--- src/rtl/assert_macros.svh ---
// assertion macros shared by the semaphore rtl
`ifndef ASSERT_MACROS_SVH
`define ASSERT_MACROS_SVH

// checked on every clock edge outside reset
`define CSFW_ASSERT(label, prop, msg) \
  label: assert property (@(posedge clk_i) disable iff (!rst_ni) (prop)) else $error(msg);

// checked on every clock edge, reset included
`define CSFW_ASSERT_ALWAYS(label, prop, msg) \
  label: assert property (@(posedge clk_i) (prop)) else $error(msg);

`endif

--- src/rtl/csfw_pkg.sv ---
// package: types and constants of the counting semaphore with fifo wait queue
`default_nettype none

package csfw_pkg;

  localparam int unsigned QUEUE_DEPTH  = 16;
  localparam int unsigned TASK_ID_BITS = 8;
  localparam int unsigned COUNT_BITS   = 16;
  localparam int unsigned CFG_BITS     = 16;
  localparam int unsigned STATUS_BITS  = 3;

  localparam logic [CFG_BITS-1:0] INIT_COUNT_RESET = 16'd1;

  typedef enum logic {
    CMD_DOWN = 1'b0,
    CMD_UP   = 1'b1
  } cmd_e;

  typedef enum logic [STATUS_BITS-1:0] {
    ST_GRANTED   = 3'd0,
    ST_QUEUED    = 3'd1,
    ST_RAISED    = 3'd2,
    ST_WOKEN     = 3'd3,
    ST_FULL      = 3'd4,
    ST_SATURATED = 3'd5
  } status_e;

  // commands from the controller to the datapath
  typedef struct packed {
    logic capture;
    logic execute;
    logic cfg_load;
  } dp_cmd_t;

endpackage

`default_nettype wire

--- src/rtl/counting_semaphore_fifo_waiters_unit.sv ---
// top level: counting semaphore with a fifo wait queue of task ids
// a request captured in IDLE is executed in EXEC once the output register is free
// a new request is taken only after the last one has executed, as the registered read of
//   the wait queue memory at the head pointer comes ahead of the grant/queue/wake decision
// a finished result may wait in the output register while the next request is taken
// reset: count loads 1, wait queue empty; queue memory is not cleared (no clearing pass)
`default_nettype none

module counting_semaphore_fifo_waiters_unit #(
  parameter int unsigned QUEUE_DEPTH  = csfw_pkg::QUEUE_DEPTH,
  parameter int unsigned TASK_ID_BITS = csfw_pkg::TASK_ID_BITS,
  parameter int unsigned COUNT_BITS   = csfw_pkg::COUNT_BITS,
  localparam int unsigned OCC_BITS    = $clog2(QUEUE_DEPTH + 1)
) (
  input  wire logic                          clk_i,
  input  wire logic                          rst_ni,
  // request channel
  input  wire logic                          in_valid_i,
  output logic                               in_stall_o,
  input  wire logic                          command_i,
  input  wire logic [TASK_ID_BITS-1:0]       task_id_i,
  // result channel
  output logic                               out_valid_o,
  input  wire logic                          out_stall_i,
  output logic [csfw_pkg::STATUS_BITS-1:0]   status_o,
  output logic [TASK_ID_BITS-1:0]            woken_task_o,
  output logic [COUNT_BITS-1:0]              count_now_o,
  output logic [OCC_BITS-1:0]                waiters_now_o,
  // initial count register write channel
  input  wire logic                          cfg_valid_i,
  output logic                               cfg_ready_o,
  input  wire logic [csfw_pkg::CFG_BITS-1:0] cfg_data_i
);

  // command bundle: capture a request, execute it, reload on a config transfer
  csfw_pkg::dp_cmd_t cmd;

  // controller owns the handshakes and the output valid
  csfw_ctrl u_ctrl (
    .clk_i       (clk_i),
    .rst_ni      (rst_ni),
    .in_valid_i  (in_valid_i),
    .in_stall_o  (in_stall_o),
    .out_valid_o (out_valid_o),
    .out_stall_i (out_stall_i),
    .cfg_valid_i (cfg_valid_i),
    .cfg_ready_o (cfg_ready_o),
    .cmd_o       (cmd)
  );

  // datapath holds count, pointers, wait queue and the result register
  csfw_dp #(
    .QUEUE_DEPTH  (QUEUE_DEPTH),
    .TASK_ID_BITS (TASK_ID_BITS),
    .COUNT_BITS   (COUNT_BITS)
  ) u_dp (
    .clk_i         (clk_i),
    .rst_ni        (rst_ni),
    .cmd_i         (cmd),
    .command_i     (command_i),
    .task_id_i     (task_id_i),
    .cfg_data_i    (cfg_data_i),
    .status_o      (status_o),
    .woken_task_o  (woken_task_o),
    .count_now_o   (count_now_o),
    .waiters_now_o (waiters_now_o)
  );

endmodule

`default_nettype wire

--- src/rtl/csfw_ctrl.sv ---
// controller: handshake state machine of the semaphore
`default_nettype none

`include "assert_macros.svh"

module csfw_ctrl (
  input  wire logic              clk_i,
  input  wire logic              rst_ni,
  input  wire logic              in_valid_i,
  output logic                   in_stall_o,
  output logic                   out_valid_o,
  input  wire logic              out_stall_i,
  input  wire logic              cfg_valid_i,
  output logic                   cfg_ready_o,
  output csfw_pkg::dp_cmd_t      cmd_o
);

  typedef enum logic {
    IDLE,
    EXEC
  } state_e;

  state_e state_q;
  logic   out_valid_q;
  logic   out_free;

  assign out_free    = !out_valid_q || !out_stall_i;
  assign cfg_ready_o = (state_q == IDLE);
  // config has priority over a request in the same cycle
  assign in_stall_o  = (state_q != IDLE) || cfg_valid_i;
  assign out_valid_o = out_valid_q;

  assign cmd_o.capture  = in_valid_i && !in_stall_o;
  assign cmd_o.execute  = (state_q == EXEC) && out_free;
  assign cmd_o.cfg_load = cfg_valid_i && cfg_ready_o;

  always_ff @(posedge clk_i or negedge rst_ni) begin
    if (!rst_ni) begin
      state_q     <= IDLE;
      out_valid_q <= 1'b0;
    end else begin
      if (out_valid_q && !out_stall_i) begin
        out_valid_q <= 1'b0;
      end
      case (state_q)
        IDLE: begin
          if (cmd_o.capture) begin
            state_q <= EXEC;
          end
        end
        EXEC: begin
          if (out_free) begin
            out_valid_q <= 1'b1;
            state_q     <= IDLE;
          end
        end
        default: begin
          state_q <= IDLE;
        end
      endcase
    end
  end

  `CSFW_ASSERT(a_result_from_exec, $rose(out_valid_q) |-> $past(state_q == EXEC), "result without execute")
  `CSFW_ASSERT_ALWAYS(a_no_cfg_with_req, !(cmd_o.capture && cmd_o.cfg_load), "config and request together")

endmodule

`default_nettype wire

--- src/rtl/csfw_dp.sv ---
// datapath: resource count, wait queue memory and result registers
`default_nettype none

`include "assert_macros.svh"

module csfw_dp #(
  parameter int unsigned QUEUE_DEPTH  = csfw_pkg::QUEUE_DEPTH,
  parameter int unsigned TASK_ID_BITS = csfw_pkg::TASK_ID_BITS,
  parameter int unsigned COUNT_BITS   = csfw_pkg::COUNT_BITS,
  localparam int unsigned PTR_BITS    = $clog2(QUEUE_DEPTH),
  localparam int unsigned OCC_BITS    = $clog2(QUEUE_DEPTH + 1)
) (
  input  wire logic                             clk_i,
  input  wire logic                             rst_ni,
  input  wire csfw_pkg::dp_cmd_t                cmd_i,
  input  wire logic                             command_i,
  input  wire logic [TASK_ID_BITS-1:0]          task_id_i,
  input  wire logic [csfw_pkg::CFG_BITS-1:0]    cfg_data_i,
  output logic [csfw_pkg::STATUS_BITS-1:0]      status_o,
  output logic [TASK_ID_BITS-1:0]               woken_task_o,
  output logic [COUNT_BITS-1:0]                 count_now_o,
  output logic [OCC_BITS-1:0]                   waiters_now_o
);

  // captured request
  csfw_pkg::cmd_e          cmd_q;
  logic [TASK_ID_BITS-1:0] tid_q;

  // semaphore state
  logic [COUNT_BITS-1:0] count_q, count_d;
  logic [PTR_BITS-1:0]   head_q, head_d;
  logic [PTR_BITS-1:0]   tail_q, tail_d;
  logic [OCC_BITS-1:0]   occ_q, occ_d;

  // wait queue
  logic [TASK_ID_BITS-1:0] queue_mem_q [QUEUE_DEPTH];
  logic [TASK_ID_BITS-1:0] rd_data_q;
  logic                    push;

  // result
  csfw_pkg::status_e       status_q, status_d;
  logic [TASK_ID_BITS-1:0] woken_q, woken_d;
  logic [COUNT_BITS-1:0]   count_now_q;
  logic [OCC_BITS-1:0]     waiters_q;

  logic occ_full;

  assign occ_full = (occ_q == OCC_BITS'(QUEUE_DEPTH));

  always_comb begin
    status_d = csfw_pkg::ST_GRANTED;
    woken_d  = '0;
    count_d  = count_q;
    head_d   = head_q;
    tail_d   = tail_q;
    occ_d    = occ_q;
    push     = 1'b0;
    if (cmd_q == csfw_pkg::CMD_DOWN) begin
      if (count_q != '0) begin
        count_d  = count_q - COUNT_BITS'(1);
        status_d = csfw_pkg::ST_GRANTED;
      end else if (!occ_full) begin
        push     = 1'b1;
        tail_d   = (tail_q == PTR_BITS'(QUEUE_DEPTH - 1)) ? '0 : tail_q + PTR_BITS'(1);
        occ_d    = occ_q + OCC_BITS'(1);
        status_d = csfw_pkg::ST_QUEUED;
      end else begin
        status_d = csfw_pkg::ST_FULL;
      end
    end else begin
      if (occ_q != '0) begin
        woken_d  = rd_data_q;
        head_d   = (head_q == PTR_BITS'(QUEUE_DEPTH - 1)) ? '0 : head_q + PTR_BITS'(1);
        occ_d    = occ_q - OCC_BITS'(1);
        status_d = csfw_pkg::ST_WOKEN;
      end else if (count_q == '1) begin
        status_d = csfw_pkg::ST_SATURATED;
      end else begin
        count_d  = count_q + COUNT_BITS'(1);
        status_d = csfw_pkg::ST_RAISED;
      end
    end
  end

  always_ff @(posedge clk_i or negedge rst_ni) begin
    if (!rst_ni) begin
      count_q <= COUNT_BITS'(csfw_pkg::INIT_COUNT_RESET);
      head_q  <= '0;
      tail_q  <= '0;
      occ_q   <= '0;
    end else if (cmd_i.cfg_load) begin
      count_q <= COUNT_BITS'(cfg_data_i);
      head_q  <= '0;
      tail_q  <= '0;
      occ_q   <= '0;
    end else if (cmd_i.execute) begin
      count_q <= count_d;
      head_q  <= head_d;
      tail_q  <= tail_d;
      occ_q   <= occ_d;
    end
  end

  // head is stable from capture to execute, so the read is ready in time
  always_ff @(posedge clk_i) begin
    if (cmd_i.execute && push) begin
      queue_mem_q[tail_q] <= tid_q;
    end
    rd_data_q <= queue_mem_q[head_q];
  end

  always_ff @(posedge clk_i) begin
    if (cmd_i.capture) begin
      cmd_q <= csfw_pkg::cmd_e'(command_i);
      tid_q <= task_id_i;
    end
    if (cmd_i.execute) begin
      status_q    <= status_d;
      woken_q     <= woken_d;
      count_now_q <= count_d;
      waiters_q   <= occ_d;
    end
  end

  assign status_o      = status_q;
  assign woken_task_o  = woken_q;
  assign count_now_o   = count_now_q;
  assign waiters_now_o = waiters_q;

  `CSFW_ASSERT(a_occ_bound, occ_q <= OCC_BITS'(QUEUE_DEPTH), "wait queue occupancy over depth")
  `CSFW_ASSERT(a_wait_only_at_zero, (occ_q != '0) |-> (count_q == '0), "waiters while resources free")

endmodule

`default_nettype wire

--- config.mk ---
export PLATFORM = sky130hd
export DESIGN_NAME = counting_semaphore_fifo_waiters_unit
export DESIGN_NICKNAME = d
export VERILOG_FILES = /design/src/rtl/csfw_pkg.sv /design/src/rtl/counting_semaphore_fifo_waiters_unit.sv /design/src/rtl/csfw_ctrl.sv /design/src/rtl/csfw_dp.sv
export VERILOG_INCLUDE_DIRS = /design/src /design/src/rtl
export SDC_FILE = /design/constraint.sdc
export NUM_CORES = 1
export LEC_CHECK = 0
export BUFFER_PORTS_ARGS = -buffer_cell sky130_fd_sc_hd__buf_4
export CORE_MARGIN = 10
export CORE_UTILIZATION = 45
export DETAILED_ROUTE_END_ITERATION = 8
export GPL_TIMING_DRIVEN = 0
export PLACE_DENSITY = 0.61
export SETUP_SLACK_MARGIN = 0.05
export SYNTH_ARGS = -nofsm -noshare
export SYNTH_HDL_FRONTEND = slang
export SYNTH_HIERARCHICAL = 1
export SYNTH_SLANG_ARGS = --single-unit
--- constraint.sdc ---
create_clock -name clk_i -period 4 [get_ports clk_i]
set_input_delay 0.4 -clock clk_i [delete_from_list [all_inputs] [get_ports clk_i]]
set_output_delay 0.4 -clock clk_i [all_outputs]
set_load 0.005 [all_outputs]
# Word-level counts from Yosys, hierarchy flattened
# Memory sizes are Yosys's and may differ from the RTL's. A register that Yosys moved wholly into a read port is not among the register bits.
# Cells that the tools add are included.
dict set report totals {
  regBits 72
  latchBits 0
  ramBits 128
  mem_bits_ro 0
  input_bits 30
  out_inout_bits 35
  wordCells 84
  n_memories 1
}
# memory words width read_ports rd_ports_with_merged_regs write_ports line
set memory_table {}
lappend memory_table {u_dp.queue_mem_q 16 8 1 1 1 csfw_dp.sv:36} ;# logic [TASK_ID_BITS-1:0] queue_mem_q [QUEUE_DEPTH];
dict set report classes {
  n_addsub 6
  n_mul 0
  div 0
  magnitude_cmp 0
  n_eq_ne 7
  n_shift 0
  muxes 39
  bitwise_logic 1
  n_reduce_logical 18
}
# operator count
set op_table {}
lappend op_table {{$mux 16} 6}
lappend op_table {{$mux 4} 11}
lappend op_table {{$mux 5} 6}
lappend op_table {{$add 16x1->16 const B} 1}
lappend op_table {{$eq 16x16->1 const B} 1}
lappend op_table {{$reduce_bool 16->1} 1}
lappend op_table {{$sub 16x1->16 const B} 1}
lappend op_table {{$mux 3} 5}
lappend op_table {{$mux 1} 10}
lappend op_table {{$add 4x1->4 const B} 2}
lappend op_table {{$eq 4x4->1 const B} 2}
lappend op_table {{$ne 2x2->1 const B} 3}
lappend op_table {{$reduce_bool 2->1} 3}
lappend op_table {{$add 5x1->5 const B} 1}
lappend op_table {{$eq 5x5->1 const B} 1}
lappend op_table {{$logic_and 1x1->1} 5}
lappend op_table {{$reduce_bool 5->1} 1}
lappend op_table {{$sub 5x1->5 const B} 1}
lappend op_table {{$reduce_and 4->1} 1}
lappend op_table {{$logic_not 1->1} 3}
lappend op_table {{$reduce_and 3->1} 1}
lappend op_table {{$logic_or 1x1->1} 2}
lappend op_table {{$pmux 1 s2} 1}
lappend op_table {{$reduce_and 2->1} 1}
lappend op_table {{$not 1->1} 1}

# Depth between registers and ports, before layout
dict set report depth {
  depth_word 7
  ltp_mapped 8
  ltp_nobuf 7
}

# By module
# The synthesis kept the hierarchy.
# mod n_inst cells_per_inst area_each_um2 seq_area_each_um2
set by_module_without_submodules {}
lappend by_module_without_submodules {csfw_dp 1 676 9202.6 5962.0}
lappend by_module_without_submodules {csfw_ctrl 1 10 101.3 50.0}

# Worst setup path before layout
# Ideal clock, no wire load.
dict set report synth_timing {
  path_kind {register to register}
  from {register u_ctrl.state_q}
  to {register u_dp.count_q[4]}
  arrival_time_ns 3.535
  required_time_ns 3.864
  slack_ns 0.329
  stages_incl_launch_ff 7
  synth_period_minus_slack_ns 3.671
  cell_sequence {dfrtp_1 -> inv_1 -> a21oi_1 -> clkinv_1 -> o32ai_1 -> xnor2_1 -> o21ai_0}
}
dict set report synth_via {
  elab_chain_cells 3
}
# element line
set synth_rtl {}
lappend synth_rtl {{start: declaration} csfw_ctrl.sv:23} ;# state_e state_q;
lappend synth_rtl {{start signal: assignment} csfw_ctrl.sv:39} ;# state_q <= IDLE;
lappend synth_rtl {{start signal: assignment} csfw_ctrl.sv:48} ;# state_q <= EXEC;
lappend synth_rtl {{start signal: assignment} csfw_ctrl.sv:54} ;# state_q <= IDLE;
lappend synth_rtl {{$not 1->1 (*)} csfw_ctrl.sv:28} ;# assign cfg_ready_o = (state_q == IDLE);
lappend synth_rtl {{named net cfg_ready_o} counting_semaphore_fifo_waiters_unit.sv:31} ;# output logic cfg_ready_o,
lappend synth_rtl {{$logic_and 1x1->1 (*)} csfw_ctrl.sv:35} ;# assign cmd_o.cfg_load = cfg_valid_i && cfg_ready_o;
lappend synth_rtl {{$mux 16 or $reduce_bool 2->1 (tied branches)} n/a}
lappend synth_rtl {{end signal: assignment} csfw_dp.sv:87} ;# count_q <= COUNT_BITS'(csfw_pkg::INIT_COUNT_RESET);
lappend synth_rtl {{end signal: assignment} csfw_dp.sv:92} ;# count_q <= COUNT_BITS'(cfg_data_i);
lappend synth_rtl {{end signal: assignment} csfw_dp.sv:97} ;# count_q <= count_d;
lappend synth_rtl {{end: declaration} csfw_dp.sv:30} ;# logic [COUNT_BITS-1:0] count_q, count_d;
# Mark *: on every way through the listed nets, which the timed path passes. The rest lies on a longest branch.
# A chain may end at the register's enable or synchronous reset.

# Worst setup path after layout
dict set report layout_timing {
  from {register u_dp.count_q[0]}
  to {memory u_dp.queue_mem_q[15][5] (enable)}
}
dict set report layout_via {
  elab_chain_cells 6
}
# element line
set layout_rtl {}
lappend layout_rtl {{$reduce_bool 16->1} csfw_dp.sv:59} ;# if (count_q != '0) begin
lappend layout_rtl {{$mux 1} csfw_dp.sv:59}
lappend layout_rtl {{$mux 1} csfw_dp.sv:58} ;# if (cmd_q == csfw_pkg::CMD_DOWN) begin
lappend layout_rtl {{$logic_and 1x1->1} csfw_dp.sv:106} ;# if (cmd_i.execute && push) begin
lappend layout_rtl {{$mux 1} csfw_dp.sv:106}
lappend layout_rtl {{$mux 1 (implied by the code)} csfw_dp.sv:107} ;# queue_mem_q[tail_q] <= tid_q;
lappend layout_rtl {{end: declaration} csfw_dp.sv:36}
# No other way between the ends.

==> summary by stage <==
Setup path
In this design, the stage delay of the slowest critical-path cell is approximately 0.53 ns. The critical path start-end classification is register to register. For the worst setup path, the data arrival time is 3.36 ns.

STA classifies the critical path endpoint as a register. For this design, the slowest cell found on the critical path is sky130_fd_sc_hd__or4b_1. Traced cell by cell, the critical path runs through inv_1, ha_1, or4b_1, nor3_4, nand3_1, nor3_1, and2_1. The data required time at the worst endpoint is 4.15 ns. The startpoint type of the worst setup path is a register. Along the worst path, the maximum fanout reaches 8.

Outcome
The run finished with clean final reports.

Synth
The number of nets in the synthesized netlist is 726. During synthesis, Yosys emitted a total of 6 warnings. Ranked by total cell area, the synthesized netlist is headed by sky130_fd_sc_hd__edfxtp_1, sky130_fd_sc_hd__dfrtp_1, sky130_fd_sc_hd__mux2i_1. Counting flops with an async set or reset pin after synthesis yields a share of 14.9%.

The post-synthesis cell type with the largest combined area is sky130_fd_sc_hd__edfxtp_1. The commonest register cell after synthesis is sky130_fd_sc_hd__edfxtp_1. Summing the sequential cell areas from Yosys gives 64.6% of the chip area. The average footprint of a synthesized cell is approximately 14 µm². The proportion of netlist area held by the largest area contributor is 54.5%.

The synthesized flop and latch total is roughly 210. The post-synthesis cell type count is 71. The synthesized instance count is approximately 700.

The number of flops mapped to enable cells by yosys is around 170. The cell area after synthesis is roughly 9300 µm².

Layout
The library cell used most frequently in the layout, excluding fill and tap cells, is sky130_fd_sc_hd__edfxtp_1. Once layout is complete, the cells apart from fillers number between 1000 and 1500. The library cells used most frequently in the layout, excluding fill and tap cells, are sky130_fd_sc_hd__edfxtp_1, sky130_fd_sc_hd__buf_4, sky130_fd_sc_hd__nand2_1. The number of fill cells in the layout is roughly 1700.

The antenna diode instance count is 0. After the last flow step, the layout net total stands at 816. In the final layout, the share of cells above drive strength 1 is 16.8%. From synthesis to final layout, the design area changed by 17.0%.

Pwr
The overall power is ~5200 µW. For this design the ratio of total power to cell area is ~480 nW/µm². The cell leakage power is between 0.003 and 0.004 µW. VDD sags by at most 0.404 mV.

Global routing
Global routing used 26.6% of the available met2 tracks. The met1 track utilization from global routing is between 20 and 25%. Entering global routing, the biggest net connects 32 pins. The via count of the first global-routing pass was 6158. The total routing resource utilization after global routing is 16.7%. The first global-routing pass estimated 35100 µm of wire. The initial antenna violation count is 0. The layer with the highest usage is met2. The fraction of met3 tracks used by global routing is between 3 and 4%. The global-route congestion overflow total is 0.

Route
The via count is around 6100. The aggregate routed wire length is 22500 µm. The number of design rule violations left after detail routing is 0. The detail route stage leaves a number of antenna-violating nets equal to 0. The DRC marker count from the first detailed-route iteration is 514. The final routed wire length divided by cell count is 21.2 µm. The number of iterations in the first detailed-routing pass is 4.

The mean number of vias per cell is 5.75.

Clocking
The clock reaches the later pin of the worst-skew pair after 0.52 ns. CTS built an H-tree with a depth of 1. The clock transition time at the flip-flop clock pins of the worst setup and hold paths is about 0.060 ns. The longest clock path from root to sink contains 3 buffers. TritonCTS built the clock tree. The total clock buffers created by CTS is 22. Post-CTS timing repair inserted 0 buffers for setup. Clock tree synthesis selected as its root buffer the cell sky130_fd_sc_hd__clkbuf_16. The total clock sinks is ~210.

Die
Pin placement for this block handled 65 I/O pins. The floorplan step set the die width to roughly 160 µm. For this configuration, the core starts out at a cell density of 45.8%.

The core region is roughly 20000 µm². The floorplan die height is 164 µm. The floorplan has 52 rows.

The die covers 26800 µm².

Timing
Setup violations remaining at the end of the flow were counted as 0. The worst path uses 80.3% of the clock period. The final hold violation count came to 0. The worst path needs 3.21 ns of the cycle, external delays included. Timing would allow up to 311 MHz. The final count of pins violating max slew is 0.

Setup repair after global routing left no endpoint under its margin. The worst slew margin relative to its limit is 41.6%. In the post-route analysis, the smallest setup slack over all paths is 0.789 ns.

At the pin with the least slew margin, the transition time is 0.877 ns. The setup clock skew after layout is 0.0199 ns.

Placement
Prior to clock tree synthesis, the placed netlist has a worst setup slack of ~0.8 ns. Routability-driven placement finished with a final weighted congestion of 0.921. The number of placed instances with taps included is about 1000.

The estimated wirelength of the detail-placed design is 15800 µm. The number of buffers inserted by port buffering is 64.

Flow run
Across the run, the number of max-cap violations was 0.

Worst hold path
The worst min-delay path class is input port to register.
## cell families (layout without fill, tap and decap cells)
group | after synthesis | in the layout | share of synthesized area [%]
simple gates | 211 | 211 | 12.5
fa+ha+maj | 10 | 10 | 1.34
mux | 53 | 53 | 7.85
xor+xnor | 17 | 17 | 1.60
compound gates | 123 | 123 | 9.40
flops | 208 | 208 | 64.6
buf+inv | 64 | 170 | 2.72
## report_power, final
part           total [µW]  internal (µW)  switching [µW]
registers            2500           2440            56.2
logic                 697            271             426
clock network        2020           1210             812
## synth_stat cells, types with 5 or more instances
master,count
sky130_fd_sc_hd__nor4_1,5
sky130_fd_sc_hd__nand3_1,22
sky130_fd_sc_hd__a221oi_1,18
sky130_fd_sc_hd__dfxtp_1,8
sky130_fd_sc_hd__inv_1,16
sky130_fd_sc_hd__a21oi_1,17
sky130_fd_sc_hd__o31ai_1,6
sky130_fd_sc_hd__buf_1,5
sky130_fd_sc_hd__nor3_1,21
sky130_fd_sc_hd__dfrtp_1,30
sky130_fd_sc_hd__edfxtp_1,169
sky130_fd_sc_hd__mux2i_1,37
sky130_fd_sc_hd__and2_1,19
sky130_fd_sc_hd__and4_1,5
sky130_fd_sc_hd__mux4_2,16
sky130_fd_sc_hd__nor2_1,26
sky130_fd_sc_hd__nor2b_1,6
sky130_fd_sc_hd__xor2_1,5
sky130_fd_sc_hd__and3_1,14
sky130_fd_sc_hd__nand4_1,10
sky130_fd_sc_hd__xnor2_1,12
sky130_fd_sc_hd__a31oi_1,7
sky130_fd_sc_hd__clkbuf_1,37
sky130_fd_sc_hd__ha_1,10
sky130_fd_sc_hd__nand2_1,53
sky130_fd_sc_hd__o21ai_0,25
sky130_fd_sc_hd__a22oi_1,13
## registers in the layout, indices dropped and copies added (netlist names)
register            cells
u_ctrl/out_valid_o      1
u_ctrl/state_q          1
u_dp/cmd_q              1
u_dp/count_now_o       16
u_dp/count_q           16
u_dp/head_q             4
u_dp/occ_q              5
u_dp/queue_mem_q      128
u_dp/rd_data_q          8
u_dp/status_o           3
u_dp/tail_q             4
u_dp/tid_q              8
u_dp/waiters_now_o      5
u_dp/woken_task_o       8
## worst max-delay path: cells and delay by family (launching register included)
kind / cells / cell delay [ns]
AND/OR/NAND/NOR: 5 / 1.98
flip-flops: 1 / 0.40
adder cells (fa/ha/maj): 1 / 0.28
buffers and inverters: 1 / 0.21
## metal layers
layer	part of all wire, %	routed length [µm]
met1	43	9650
met2	47	10500
met3	6.7	1510
met4	3.7	836
met5	0	0
## through the flow
stage	area (µm²)	hold WS, ns	TNS [ns]	utilization (%)
after floorplan	9300	0.104	0	-
after global routing	10900	0.0345	0	53.6
after global placement	10100	0.384	-121.12	49.9
after CTS	10900	0.0337	0	53.6
final	10900	0.0566	0	53.6
after detailed placement	10200	0.390	0	50.0
## area by class of cell
type	instances	area [µm²]	area share (%)
repair buffers	66	510	4.69
multi-input cells	414	3050	28.0
flip-flops and latches	208	6010	55.2
clock inverters	7	97.6	0.897
inverters	17	63.8	0.586
plain buffers	47	189	1.74
well taps	270	338	3.10
clock buffers	33	622	5.71
## timing repair
action,4_1_cts,5_1_grt
hold buffers,1,0
gates resized for setup,0,0
hold endpoints to repair,30,0
## final timing paths
kind,slack [ns],startpoint,depth (start not counted),to
min in group asynchronous,0.39,rst_ni,2,u_ctrl/out_valid_o
setup reg to reg,0.79,u_dp/count_q[0],7,u_dp/queue_mem_q[15][5]
setup / recovery,0.79,u_dp/count_q[0],7,u_dp/queue_mem_q[15][5]
hold / removal,0.06,task_id_i[1],1,u_dp/tid_q[1]
hold reg to reg,0.54,u_dp/rd_data_q[3],1,u_dp/woken_task_o[3]
max in group asynchronous,3.25,rst_ni,2,u_dp/count_q[0]
(Power assumes the default switching activity.)
